===== config.mk =====
export PLATFORM = sky130hd
export DESIGN_NAME = lzma2_chunk_header_parser
export DESIGN_NICKNAME = d
export VERILOG_FILES = /design/src/hw/rtl/lzcp_pkg.sv /design/src/hw/rtl/lzcp_props_dec.sv /design/src/hw/rtl/lzma2_chunk_header_parser.sv
export SDC_FILE = /design/constraint.sdc
export NUM_CORES = 1
export LEC_CHECK = 0
export BUFFER_PORTS_ARGS = -buffer_cell sky130_fd_sc_hd__buf_2
export CORE_ASPECT_RATIO = 0.7
export CORE_MARGIN = 2
export CORE_UTILIZATION = 45
export CTS_CLUSTER_DIAMETER = 100
export DETAILED_ROUTE_END_ITERATION = 7
export HOLD_SLACK_MARGIN = 0.02
export PLACE_DENSITY = 0.65
export SYNTH_ARGS = -nofsm -noshare
export SYNTH_HDL_FRONTEND = slang
export SYNTH_HIERARCHICAL = 1
export SYNTH_SLANG_ARGS = --single-unit
export TNS_END_PERCENT = 10

===== constraint.sdc =====
create_clock -name clk -period 4.5 [get_ports clk]
set_input_delay 0.225 -clock clk [delete_from_list [all_inputs] [get_ports clk]]
set_output_delay 0.225 -clock clk [all_outputs]
set_load 0.1 [all_outputs]

===== src/hw/rtl/lzcp_pkg.sv =====
// Shared types and codes for the LZMA2 chunk header parser.
`timescale 1ns / 1ps

package lzcp_pkg;

    // Result kinds
    localparam logic [2:0] KIND_HEADER   = 3'd0;
    localparam logic [2:0] KIND_HDR_DONE = 3'd1;
    localparam logic [2:0] KIND_PAYLOAD  = 3'd2;
    localparam logic [2:0] KIND_LAST     = 3'd3;
    localparam logic [2:0] KIND_END      = 3'd4;
    localparam logic [2:0] KIND_ERROR    = 3'd5;
    localparam logic [2:0] KIND_IGNORED  = 3'd6;

    // Error codes
    localparam logic [2:0] ERR_NONE      = 3'd0;
    localparam logic [2:0] ERR_BAD_CTRL  = 3'd1;
    localparam logic [2:0] ERR_SHORT_HDR = 3'd2;
    localparam logic [2:0] ERR_BAD_PROPS = 3'd3;
    localparam logic [2:0] ERR_SHORT_PAY = 3'd4;
    localparam logic [2:0] ERR_NO_PROPS  = 3'd5;

    // Control byte values and masks
    localparam logic [7:0] CTRL_END       = 8'h00;
    localparam logic [7:0] CTRL_RAW_DICT  = 8'h01;
    localparam logic [7:0] CTRL_RAW       = 8'h02;
    localparam logic [7:0] CTRL_LZMA_BIT  = 8'h80;
    localparam logic [7:0] PROPS_LIMIT    = 8'd225;
    localparam logic [3:0] LC_LP_MAX      = 4'd4;

    typedef struct packed {
        logic [2:0]  kind;
        logic [7:0]  byte_out;
        logic        is_compressed;
        logic        dict_reset;
        logic        state_reset;
        logic        props_present;
        logic [21:0] unpacked_size;
        logic [16:0] packed_size;
        logic [3:0]  lc;
        logic [2:0]  lp;
        logic [2:0]  pb;
        logic [2:0]  error_code;
    } result_t;

    typedef struct packed {
        logic [3:0] lc;
        logic [2:0] lp;
        logic [2:0] pb;
        logic       bad;
    } props_t;

endpackage


===== src/hw/rtl/lzcp_props_dec.sv =====
// Properties byte split into lc, lp and pb with range check.
`timescale 1ns / 1ps

module lzcp_props_dec (
    input  logic [7:0]      props_byte,
    output lzcp_pkg::props_t props
);
    import lzcp_pkg::*;

    logic [13:0] q9_prod;
    logic [4:0]  q9;
    logic [7:0]  lc_full;
    logic [8:0]  q5_prod;
    logic [2:0]  pb_val;
    logic [4:0]  lp_full;
    logic [3:0]  lc_lp_sum;

    // byte/9 by reciprocal 57/512, exact for bytes below 225
    assign q9_prod = 14'(props_byte) * 14'd57;
    assign q9      = q9_prod[13:9];
    assign lc_full = props_byte - 8'(q9) * 8'd9;
    // q9/5 by reciprocal 13/64, exact for q9 below 25
    assign q5_prod = 9'(q9) * 9'd13;
    assign pb_val  = q5_prod[8:6];
    assign lp_full = q9 - 5'(pb_val) * 5'd5;

    assign lc_lp_sum = lc_full[3:0] + {1'b0, lp_full[2:0]};

    assign props.lc  = lc_full[3:0];
    assign props.lp  = lp_full[2:0];
    assign props.pb  = pb_val;
    assign props.bad = (props_byte >= PROPS_LIMIT) || (lc_lp_sum > LC_LP_MAX);

endmodule


===== src/hw/rtl/lzma2_chunk_header_parser.sv =====
// Top level: LZMA2 chunk header parser, one stream byte per item.
`timescale 1ns / 1ps

// Channel | Handshake          | Payload
// in      | in_valid/in_ready   | data_byte, end_of_data
// out     | out_valid/out_ready | kind, byte_out, flags, sizes, props, error_code
//
// One item per cycle while the output is not stalled; each accepted byte yields one result in the cycle after.
// The result register is the only stage; parse state updates on acceptance.
// in_ready drops only while a result waits and out_ready is low.
// Reset clears parse state, saved properties and the halt flag.

module lzma2_chunk_header_parser (
    input  logic        clk,
    input  logic        rst_n,
    input  logic        in_valid,
    output logic        in_ready,
    input  logic [7:0]  data_byte,
    input  logic        end_of_data,
    output logic        out_valid,
    input  logic        out_ready,
    output logic [2:0]  kind,
    output logic [7:0]  byte_out,
    output logic        is_compressed,
    output logic        dict_reset,
    output logic        state_reset,
    output logic        props_present,
    output logic [21:0] unpacked_size,
    output logic [16:0] packed_size,
    output logic [3:0]  literal_context_bits,
    output logic [2:0]  literal_position_bits,
    output logic [2:0]  position_bits,
    output logic [2:0]  error_code
);
    import lzcp_pkg::*;

    typedef enum logic [2:0] {
        PH_CTRL    = 3'b001,
        PH_HEADER  = 3'b010,
        PH_PAYLOAD = 3'b100
    } phase_t;

    phase_t      phase_reg, phase_next;
    logic [2:0]  hdr_idx_reg, hdr_idx_next;
    logic [3:0]  flags_reg, flags_next;     // {props, state, dict, comp}
    logic [21:0] unpacked_reg, unpacked_next;
    logic [16:0] packed_reg, packed_next;
    logic [21:0] remain_reg, remain_next;
    logic [3:0]  lc_reg, lc_next;
    logic [2:0]  lp_reg, lp_next;
    logic [2:0]  pb_reg, pb_next;
    logic        props_ok_reg, props_ok_next;
    logic        halted_reg, halted_next;
    logic        out_valid_reg;
    result_t     res_reg, res_next;

    props_t      props;
    logic        accept;
    logic [2:0]  idx;
    logic [2:0]  need;
    logic [21:0] remain_dec;
    logic [2:0]  lvl;

    lzcp_props_dec u_props (
        .props_byte (data_byte),
        .props      (props)
    );

    assign in_ready = !out_valid_reg || out_ready;
    assign accept   = in_valid && in_ready;

    assign idx        = hdr_idx_reg + 3'd1;
    assign need       = flags_reg[0] ? (flags_reg[3] ? 3'd5 : 3'd4) : 3'd2;
    assign remain_dec = (remain_reg != '0) ? remain_reg - 22'd1 : '0;
    assign lvl        = {1'b0, data_byte[6:5]};

    always_comb
    begin
        phase_next    = phase_reg;
        hdr_idx_next  = hdr_idx_reg;
        flags_next    = flags_reg;
        unpacked_next = unpacked_reg;
        packed_next   = packed_reg;
        remain_next   = remain_reg;
        lc_next       = lc_reg;
        lp_next       = lp_reg;
        pb_next       = pb_reg;
        props_ok_next = props_ok_reg;
        halted_next   = halted_reg;
        res_next      = '0;

        if (halted_reg)
        begin
            res_next.kind = KIND_IGNORED;
        end
        else
        begin
            case (phase_reg)
                PH_CTRL:
                begin
                    if (data_byte == CTRL_END)
                    begin
                        halted_next   = 1'b1;
                        res_next.kind = KIND_END;
                    end
                    else if ((data_byte & CTRL_LZMA_BIT) == '0 &&
                             data_byte != CTRL_RAW_DICT && data_byte != CTRL_RAW)
                    begin
                        halted_next         = 1'b1;
                        res_next.kind       = KIND_ERROR;
                        res_next.error_code = ERR_BAD_CTRL;
                    end
                    else
                    begin
                        packed_next = '0;
                        if (data_byte[7])
                        begin
                            flags_next    = {lvl >= 3'd2, lvl >= 3'd1, lvl == 3'd3, 1'b1};
                            unpacked_next = {1'b0, data_byte[4:0], 16'h0000};
                        end
                        else
                        begin
                            flags_next    = {2'b00, data_byte == CTRL_RAW_DICT, 1'b0};
                            unpacked_next = '0;
                        end
                        if (end_of_data)
                        begin
                            halted_next         = 1'b1;
                            res_next.kind       = KIND_ERROR;
                            res_next.error_code = ERR_SHORT_HDR;
                        end
                        else
                        begin
                            hdr_idx_next           = '0;
                            phase_next             = PH_HEADER;
                            res_next.kind          = KIND_HEADER;
                            res_next.is_compressed = flags_next[0];
                            res_next.dict_reset    = flags_next[1];
                            res_next.state_reset   = flags_next[2];
                            res_next.props_present = flags_next[3];
                        end
                    end
                end
                PH_HEADER:
                begin
                    hdr_idx_next = idx;
                    case (idx)
                        3'd1: unpacked_next = unpacked_reg | {6'd0, data_byte, 8'd0};
                        3'd2: unpacked_next = unpacked_reg | {14'd0, data_byte};
                        3'd3: packed_next   = {1'b0, data_byte, 8'd0};
                        3'd4: packed_next   = packed_reg | {9'd0, data_byte};
                        default: ;
                    endcase
                    res_next.is_compressed = flags_reg[0];
                    res_next.dict_reset    = flags_reg[1];
                    res_next.state_reset   = flags_reg[2];
                    res_next.props_present = flags_reg[3];
                    if (idx < need)
                    begin
                        if (end_of_data)
                        begin
                            halted_next         = 1'b1;
                            res_next            = '0;
                            res_next.kind       = KIND_ERROR;
                            res_next.error_code = ERR_SHORT_HDR;
                        end
                        else
                        begin
                            res_next.kind = KIND_HEADER;
                        end
                    end
                    else if ((need == 3'd5 && props.bad) || end_of_data ||
                             (flags_reg[0] && !flags_reg[3] && !props_ok_reg))
                    begin
                        halted_next   = 1'b1;
                        res_next      = '0;
                        res_next.kind = KIND_ERROR;
                        if (need == 3'd5 && props.bad)
                            res_next.error_code = ERR_BAD_PROPS;
                        else if (end_of_data)
                            res_next.error_code = ERR_SHORT_PAY;
                        else
                            res_next.error_code = ERR_NO_PROPS;
                    end
                    else
                    begin
                        if (flags_reg[3])
                        begin
                            lc_next       = props.lc;
                            lp_next       = props.lp;
                            pb_next       = props.pb;
                            props_ok_next = 1'b1;
                        end
                        unpacked_next = unpacked_next + 22'd1;
                        if (flags_reg[0])
                        begin
                            packed_next = packed_next + 17'd1;
                            remain_next = {5'd0, packed_next};
                        end
                        else
                        begin
                            remain_next = unpacked_next;
                        end
                        phase_next             = PH_PAYLOAD;
                        res_next.kind          = KIND_HDR_DONE;
                        res_next.unpacked_size = unpacked_next;
                        if (flags_reg[0])
                        begin
                            res_next.packed_size = packed_next;
                            res_next.lc          = lc_next;
                            res_next.lp          = lp_next;
                            res_next.pb          = pb_next;
                        end
                    end
                end
                PH_PAYLOAD:
                begin
                    remain_next = remain_dec;
                    if (remain_dec != '0 && end_of_data)
                    begin
                        halted_next         = 1'b1;
                        res_next.kind       = KIND_ERROR;
                        res_next.error_code = ERR_SHORT_PAY;
                    end
                    else
                    begin
                        res_next.kind          = (remain_dec == '0) ? KIND_LAST : KIND_PAYLOAD;
                        res_next.byte_out      = data_byte;
                        res_next.is_compressed = flags_reg[0];
                        res_next.dict_reset    = flags_reg[1];
                        res_next.state_reset   = flags_reg[2];
                        res_next.props_present = flags_reg[3];
                        res_next.unpacked_size = unpacked_reg;
                        if (flags_reg[0])
                        begin
                            res_next.packed_size = packed_reg;
                            res_next.lc          = lc_reg;
                            res_next.lp          = lp_reg;
                            res_next.pb          = pb_reg;
                        end
                        if (remain_dec == '0)
                            phase_next = PH_CTRL;
                    end
                end
                default:
                begin
                    phase_next = PH_CTRL;
                end
            endcase
        end
    end

    always_ff @(posedge clk or negedge rst_n)
    begin
        if (!rst_n)
        begin
            phase_reg     <= PH_CTRL;
            hdr_idx_reg   <= '0;
            flags_reg     <= '0;
            unpacked_reg  <= '0;
            packed_reg    <= '0;
            remain_reg    <= '0;
            lc_reg        <= '0;
            lp_reg        <= '0;
            pb_reg        <= '0;
            props_ok_reg  <= 1'b0;
            halted_reg    <= 1'b0;
            out_valid_reg <= 1'b0;
        end
        else
        begin
            if (accept)
            begin
                phase_reg    <= phase_next;
                hdr_idx_reg  <= hdr_idx_next;
                flags_reg    <= flags_next;
                unpacked_reg <= unpacked_next;
                packed_reg   <= packed_next;
                remain_reg   <= remain_next;
                lc_reg       <= lc_next;
                lp_reg       <= lp_next;
                pb_reg       <= pb_next;
                props_ok_reg <= props_ok_next;
                halted_reg   <= halted_next;
            end
            if (accept)
                out_valid_reg <= 1'b1;
            else if (out_ready)
                out_valid_reg <= 1'b0;
        end
    end

    // Result payload: load on accept, hold otherwise
    always_ff @(posedge clk)
    begin
        if (accept)
            res_reg <= res_next;
    end

    assign out_valid             = out_valid_reg;
    assign kind                  = res_reg.kind;
    assign byte_out              = res_reg.byte_out;
    assign is_compressed         = res_reg.is_compressed;
    assign dict_reset            = res_reg.dict_reset;
    assign state_reset           = res_reg.state_reset;
    assign props_present         = res_reg.props_present;
    assign unpacked_size         = res_reg.unpacked_size;
    assign packed_size           = res_reg.packed_size;
    assign literal_context_bits  = res_reg.lc;
    assign literal_position_bits = res_reg.lp;
    assign position_bits         = res_reg.pb;
    assign error_code            = res_reg.error_code;

endmodule


# --- Word-level counts from Yosys, hierarchy flattened ---
# Cells that the tools add are included.
# W data, S select, Z words.
totals:
  inputBits: 13
  elab_cells: 175
  register_bits: 151
  output_inout_bits: 69
classes:
  mul: 4
  n_eq_ne: 19
  n_addsub: 7
  n_lt_le_gt_ge: 5
  reduce_logical: 29
  bitwise: 8
  muxes: 79
op_table:
  columns: ["op", "count"]
  rows:
  - ["$mux W22", 10]
  - ["$pmux W22 S2", 3]
  - ["$mux W17", 7]
  - ["$pmux W49 S2", 1]
  - ["$pmux W17 S2", 2]
  - ["$mux W67", 1]
  - ["$mux W3", 21]
  - ["$mux W61", 1]
  - ["$mux W56", 1]
  - ["$mux W27", 2]
  - ["$mux W49", 1]
  - ["$reduce_bool A22 Y1", 2]
  - ["$pmux W3 S3", 3]
  - ["$mux W4", 6]
  - ["$add A22 B1 Y22 const B", 1]
  - ["$logic_not A22 Y1", 1]
  - ["$or A22 B16 Y22", 1]
  - ["$or A22 B8 Y22", 1]
  - ["$sub A22 B1 Y22 const B", 1]
  - ["$mux W21", 1]
  - ["$reduce_and A5 Y1", 4]
  - ["$add A17 B1 Y17 const B", 1]
  - ["$or A17 B8 Y17", 1]
  - ["$logic_not A8 Y1", 2]
  - ["other kinds (34)", 76]

# --- Depth between registers and ports, before layout ---
# Gate-level depths: netlist (run 1).
depth:
  word_depth: 14
  ltp_mapped: 40

# --- By module ---
# The synthesis (run 1) kept the hierarchy.
by_module_without_submodules:
  columns: ["module", "cells_per_inst", "n_inst", "seq_area_each_um2", "area_per_inst_um2"]
  rows:
  - ["lzma2_chunk_header_parser", 971, 1, 4115.2, 9308.9]
  - ["lzcp_props_dec", 184, 1, 0.0, 1676.6]

# --- Worst setup path after synthesis (run 1) ---
# No wires, ideal clock.
synth_timing:
  path_type: "input port to flip-flop"
  startpoint: "in data_byte[2]"
  endpoint: "reg res_reg, in the netlist literal_context_bits[0] (data pin)"
  setup_ns: 0.132
  cell_stages: 37
  setup_slack_ns: -3.557
  t_required_ns: 4.368
  arrival_time_ns: 7.925
  cell_sequence: "inv_1 -> fa_1 -> inv_1 -> fa_1 -> ha_1 -> ha_1 -> a21oi_2 -> o221ai_2 -> o31ai_1 -> o21bai_4 -> inv_4 -> ha_1 -> inv_1 -> fa_1 -> inv_1 -> ha_1 -> and3_1 -> nand2_2 -> o21ai_4 -> a21oi_1 -> xnor2_1 -> fa_1 -> xnor2_1 -> xnor2_1 -> xnor2_1 -> ha_1 -> a21oi_1 -> xor2_1 -> nand2_1 -> nand2b_1 -> a31o_2 -> inv_1 -> nand3_1 -> nor2_1 -> nand2_1 -> nor2_1 -> a22o_1"
synth_lines:
  columns: ["element", "line", "text"]
  rows:
  - ["start, declared", "lzma2_chunk_header_parser.sv:18", "input logic [7:0] data_byte,"]
  - ["end signal, assigned", "lzma2_chunk_header_parser.sv:297", "res_reg <= res_next;"]
  - ["end, declared", "lzma2_chunk_header_parser.sv:55", "result_t res_reg, res_next;"]

==> flow_summary.yaml, run 1 <==
global_routing:
  grt_start_max_net_pins: 49
  grt_pass1_wl_um: 55700
  grtUsageTotal_pct: 28.4
  overflow: 0
  grt_pass1_vias: 9534
  antenna_found_initial: 1
place:
  dp.cells: 1617
  placed_area_mm2: 0.0124
  post-dp-hpwl_um: 25700
  io_buffers: 81
  gp_congestion: 0.952
yosys:
  synth_fp_nets: 1242
  syn_area_per_cell_um2: 9.51
  synthTopCellsByCount: "nand2_1 (119), o21ai_0 (87), dfrtp_1 (83)"
  yosysTopAreaCell: "dfrtp_1"
  ys_types: 108
  synth_edf_count: 67
  yosys_warnings: 6
  yosysMostFrequentCell: "nand2_1"
  synth_top_area_share_pct: 18.9
  yosysSeqAreaShare_pct: 37.5
  syn_inst: 1155
  synth-seq-cells: 151
  synth-main-ff-cell: "dfrtp_1"
  syn_area_mm2: 0.0110
  synthTopCellsByArea: "dfrtp_1 (19%), edfxtp_1 (18%), ha_1 (6.7%)"
  async_reset_ff_share_pct: 55.6
finish:
  final_cells: 1684
  drive_above_1_share_pct: 32.5
  area_growth_pct: 28.9
  nets: 1439
  fin_util_pct: 59.4
  final_cell_area_mm2: 0.0142
critical_path:
  worstPathArrival_ps: 7920
  worstSetupEndpointType: "flip-flop"
  crit_path_max_incr_delay_ps: 510
  crit_required_ps: 4820
  crit_top_cell: "ha_1"
  path_max_fanout: 5
  worstSetupPathType: "primary input to flip-flop"
  crit_slowest_cell: "fa_1"
  cp-start-kind: "primary input"
power_and_ir_drop:
  p_leak_nw: 5.96
  pwr-share-comb_pct: 71.1
  p_switching_mw: 5.69
  power_density_mw_per_mm2: 876
  p_seq_share_pct: 16.6
  p_int_mw: 6.72
  p_clk_share_pct: 12.3
  vdd_drop_max_mv: 1.04
  p_sw_share_pct: 45.9
outcome:
  status: "finished with violations"
  violations: "setup timing"
floorplanning:
  fp.dieH_um: 135
  fp-row-count: 47
  die_w_um: 191
  coreArea_mm2: 0.0238
  pin_count: 82
  start_util_pct: 46.1
  dieArea_mm2: 0.0257
detailed_routing:
  wire_per_inst_um: 21.5
  vias_per_cell: 6.03
  drt_iter0_drc: 1181
  ant_nets: 0
  wl_um: 36200
  drt_drc_violations_left: 0
  drt_pass1_iterations: 6
  vias: 10200
sta:
  min_period_over_period_pct: 169
  setup_tns_ps: -380350
  worstMarginPinSlew_ps: 1070
  slew_headroom_pct: 28.5
  fin_ws_ps: -3100
  setup_violations: 133
  holdWs_ps: 94.1
  report.final.slew_viol_count: 0
  rsz0062_at_grt: "true"
  fmax_ghz: 0.132
  period_minus_slack_ps: 7600
  fin_skew_ps: 10.2
  finalHoldViolCount: 0
cts:
  clock-root-buffer: "clkbuf_16"
  clk_path_buf_depth: 2
  numClockSinks: 151
  clock_latency_ps: 440
  cts_tree: "yes"
  cts_buffers: 17
  htree_levels: 4
  clk_pin_slew_ps: 60
min_path:
  min_path_type: "primary input to flip-flop"
run:
  maxCapViolCount: 0
-- per-stage QoR --
step,power [mW],worst slack [ps]
after floorplan,6.68,-3090
after global placement,8.93,-3390
after detailed placement,9.18,-3660
after CTS,11.9,-2970
after global routing,13.2,-3390
final,12.4,-3100
-- routing by layer --
layer,routed length [um],GRT usage (%),vias up
li1,-,-,4644
met5,0,0,-
met2,14700,38.6,583
met4,539,6.42,0
met1,16700,43.9,4871
met3,4250,8.08,56
-- power groups by stage --
stage / Combinational, mW / Sequential, mW / Clock (mW)
floorplan: 4.47 / 2.22 / 0
global placement: 6.89 / 2.04 / 0
detailed placement: 7.13 / 2.04 / 0
CTS: 8.32 / 2.03 / 1.54
global route: 9.45 / 2.10 / 1.60
finish: 8.82 / 2.06 / 1.53
-- cell usage in the layout (no fill, tap or decap), drive strengths merged, types with 42 or more instances in the layout --
master	n
buf	230
nand2	122
o21ai	99
nor2	84
dfrtp	83
edfxtp	67
inv	67
ha	59
a21oi	57
xnor2	45
nand3	42
-- area by class of cell --
class                      instances  area (um^2)
antenna                            1         2.50
clock buffer                      20          437
clock inverter                    12          176
fill                            1989         9660
inverter                          66          263
multi-input combinational        884         7060
sequential                       151         4120
tap                              318          398
timing repair buffer             232         1710
-- cell families after synthesis --
kind of cell             count (synthesis)  synth area share [%]
adder cells (fa/ha/maj)                 74                  9.45
flip-flops                             151                  37.5
multiplexers                            25                  2.44
AO/OA/AOI/OAI                          339                  21.6
buffers and inverters                  121                  5.24
AND/OR/NAND/NOR                        369                  17.4
XOR/XNOR                                76                  6.37
-- worst paths after layout --
| check | startpoint | endpoint | slack [ps] | cells past startpoint |
|---|---|---|---|---|
| min reg2reg | lp_reg[1] | lp_reg[1] | 510 | 1 |
| max reg2reg | remain_reg[0] | unpacked_size[1] | 560 | 11 |
| min | out_ready | out_valid | 90 | 3 |
| min in group asynchronous | rst_n | remain_reg[21] | 370 | 2 |
| max | data_byte[6] | remain_reg[11] | -3100 | 41 |
| max in group asynchronous | rst_n | phase_reg[0] | 3110 | 3 |
-- worst max-delay path: cells and delay by family --
family | cells | cell delay [ps]
fa+ha+maj | 10 | 3260
compound gates | 10 | 1830
simple gates | 7 | 1070
xor+xnor | 5 | 860
buf+inv | 9 | 680
-- repair_timing --
action	4_1_cts	5_1_grt
pin swaps	48	38
endpoints found under the hold margin	48	0
resized for setup	137	77
buffers inserted	24	8
endpoints found under the setup margin	133	133
gates cloned	2	0
hold buffers	2	0
Note: power is estimated with default switching activity, not from simulation.
==> run 2: changes to the inputs <==
Settings changed: PLACE_DENSITY 0.65 to 0.61, SETUP_SLACK_MARGIN set to 0.2.
==> run 2 against run 1 <==
  * The flow still finishes with violations (setup timing)
  * Sequential power hardly changed
  * Sequential cell count is the same
  * Total power is 8.0% higher
  * Critical path depth up 3
  * Final cell count decreased by 0.77%
  * Global-route usage shrank 0.66 points
  * Register-to-register slack worse by 30 ps
  * Clock skew shrank 2.2 ps
  * Non-clock buffer count shrank 11
  * Clock power fell by 8%
  * Combinational power grew 13%
  * Largest cell class unchanged
  * Highest routed layer unchanged
==> flow_summary.yaml, run 2 (synthesis gave the netlist of run 1 again) <==
power_and_ir_drop:
  power_density_mw_per_mm2: 963
  p_leak_nw: 5.84
  vdd_drop_max_mv: 1.17
cts:
  clock-root-buffer: "clkbuf_16"
  cts_tree: "yes"
  clk_pin_slew_ps: 60
  numClockSinks: 151
  htree_levels: 4
  clk_path_buf_depth: 2
  clock_latency_ps: 440
  cts_buffers: 17
detailed_routing:
  drt_pass1_iterations: 5
  wl_um: 35300
  wire_per_inst_um: 21.1
  vias: 10000
  ant_nets: 0
  drt_drc_violations_left: 0
  drt_iter0_drc: 1132
  vias_per_cell: 6.01
critical_path:
  crit_top_cell: "buf_4"
  crit_slowest_cell: "fa_1"
  crit_required_ps: 4670
  path_max_fanout: 3
  regToRegSetupSlack_ps: 530
  critPathLaunch: "data_byte[2]"
  cp-start-kind: "primary input"
  reg2reg_from: "hdr_idx_reg[0]"
  worstPathArrival_ps: 7570
  worstSetupEndpointType: "flip-flop"
  crit_path_max_incr_delay_ps: 570
  worstSetupPathType: "primary input to flip-flop"
sta:
  fmax_ghz: 0.135
  holdWs_ps: 102
  period_minus_slack_ps: 7400
  slew_headroom_pct: 31.0
  worstMarginPinSlew_ps: 1030
  setup_violations: 133
  fin_ws_ps: -2900
  min_period_over_period_pct: 164
  rsz0062_at_grt: "true"
  finalHoldViolCount: 0
  fin_skew_ps: 8.05
  report.final.slew_viol_count: 0
finish:
  antennaDiodeCount: 0
  fin_util_pct: 58.4
  seqCellArea_mm2: 0.00412
  nets: 1427
  layout_commonest_cell: "buf_4"
  multi_input_area_mm2: 0.00700
  drive_above_1_share_pct: 32.1
  fill_cells: 2063
  final_cell_mix: "buf_4 (112), nand2_1 (108), dfrtp_1 (83)"
  area_growth_pct: 26.7
run:
  maxCapViolCount: 0
floorplanning:
  fp-row-count: 47
  coreArea_mm2: 0.0238
  dieArea_mm2: 0.0257
  pin_count: 82
  die_w_um: 191
  fp.dieH_um: 135
  start_util_pct: 46.1
place:
  post-dp-hpwl_um: 25300
  gp_congestion: 0.946
  pre_cts_ws_ps: -3530
  io_buffers: 81
min_path:
  hp-start: "out_ready"
  min_path_type: "primary input to flip-flop"
global_routing:
  overflow: 0
  grtUsageTotal_pct: 27.7
  grt_pass1_wl_um: 54100
  grt_start_max_net_pins: 47
  antenna_found_initial: 0
  grt_pass1_vias: 9232
outcome:
  status: "finished with violations"
  violations: "setup timing"
==> run 2: changes by cell type in the layout (fill, tap and decap cells not counted), moves of 3 or more <==
cell       delta
o2bb2ai_1     +3
o21ai_1       +5
buf_2         +3
nand2_1       -5
buf_4         -5
nand2_2       +6
o32ai_1       +3
inv_6         +3
buf_6         -8
bufinv_16     -3
==> run 2: cell type report <==
cell class                      count  share of cell area (%)
Clock inverter                     13                   0.854
Inverter                           66                    1.91
Sequential cell                   151                    29.6
Clock buffer                       19                    3.18
Timing Repair Buffer              221                    11.4
Tap cell                          318                    2.86
Multi-Input combinational cell    883                    50.3
==> run 2: critical path, delay by kind of cell <==
| kind | cells | cell delay [ps] |
|---|---|---|
| AOI/OAI and AO/OA | 10 | 1510 |
| xor gates and xnor gates | 4 | 590 |
| adders and majority gates | 10 | 3400 |
| buffers and inverters | 15 | 1360 |
| and+or+nand+nor | 5 | 490 |
==> run 2: worst paths after layout <==
path                                endpoint  cells after the start
setup / recovery               error_code[0]                     44
hold / removal                     out_valid                      3
setup reg to reg           unpacked_size[17]                      9
hold reg to reg                    lp_reg[2]                      1
max in group asynchronous      packed_reg[4]                      3
min in group asynchronous          lp_reg[1]                      2
==> run 2: power breakdown <==
part | switching, mW | leakage (nW) | total (mW) | internal, mW
logic | 4.83 | 3.79 | 9.96 | 5.13
registers | 0.320 | 1.79 | 2.04 | 1.72
clock network | 0.619 | 0.268 | 1.40 | 0.780
==> run 2: metrics by stage <==
step / setup TNS [ps] / cell area (um^2) / total power, mW / instances
2_1_floorplan: -377520 / 11100 / 6.68 / 1155
3_3_place_gp: -416150 / 12400 / 8.96 / 1617
3_5_place_dp: -438000 / 12400 / 9.05 / 1617
4_1_cts: -361390 / 13500 / 12.4 / 1668
5_1_grt: -406680 / 13900 / 14.3 / 1671
6_report: -362760 / 13900 / 13.4 / 1671
==> run 2: what timing repair did <==
action,CTS,global route
pin swaps,38,57
hold buffers,2,0
setup endpoints to repair,133,133
gates resized for setup,92,109
cloned,0,1
hold endpoints to repair,45,0
setup buffers,17,2
==> run 2: metal layers <==
metal / up-vias / GRT usage, % / share of wire [%]
met4: 0 / 6.16 / 1.2
met5: - / 0 / 0
met3: 31 / 7.56 / 11
met1: 4911 / 44.5 / 48
li1: 4612 / - / -
met2: 487 / 36.1 / 40
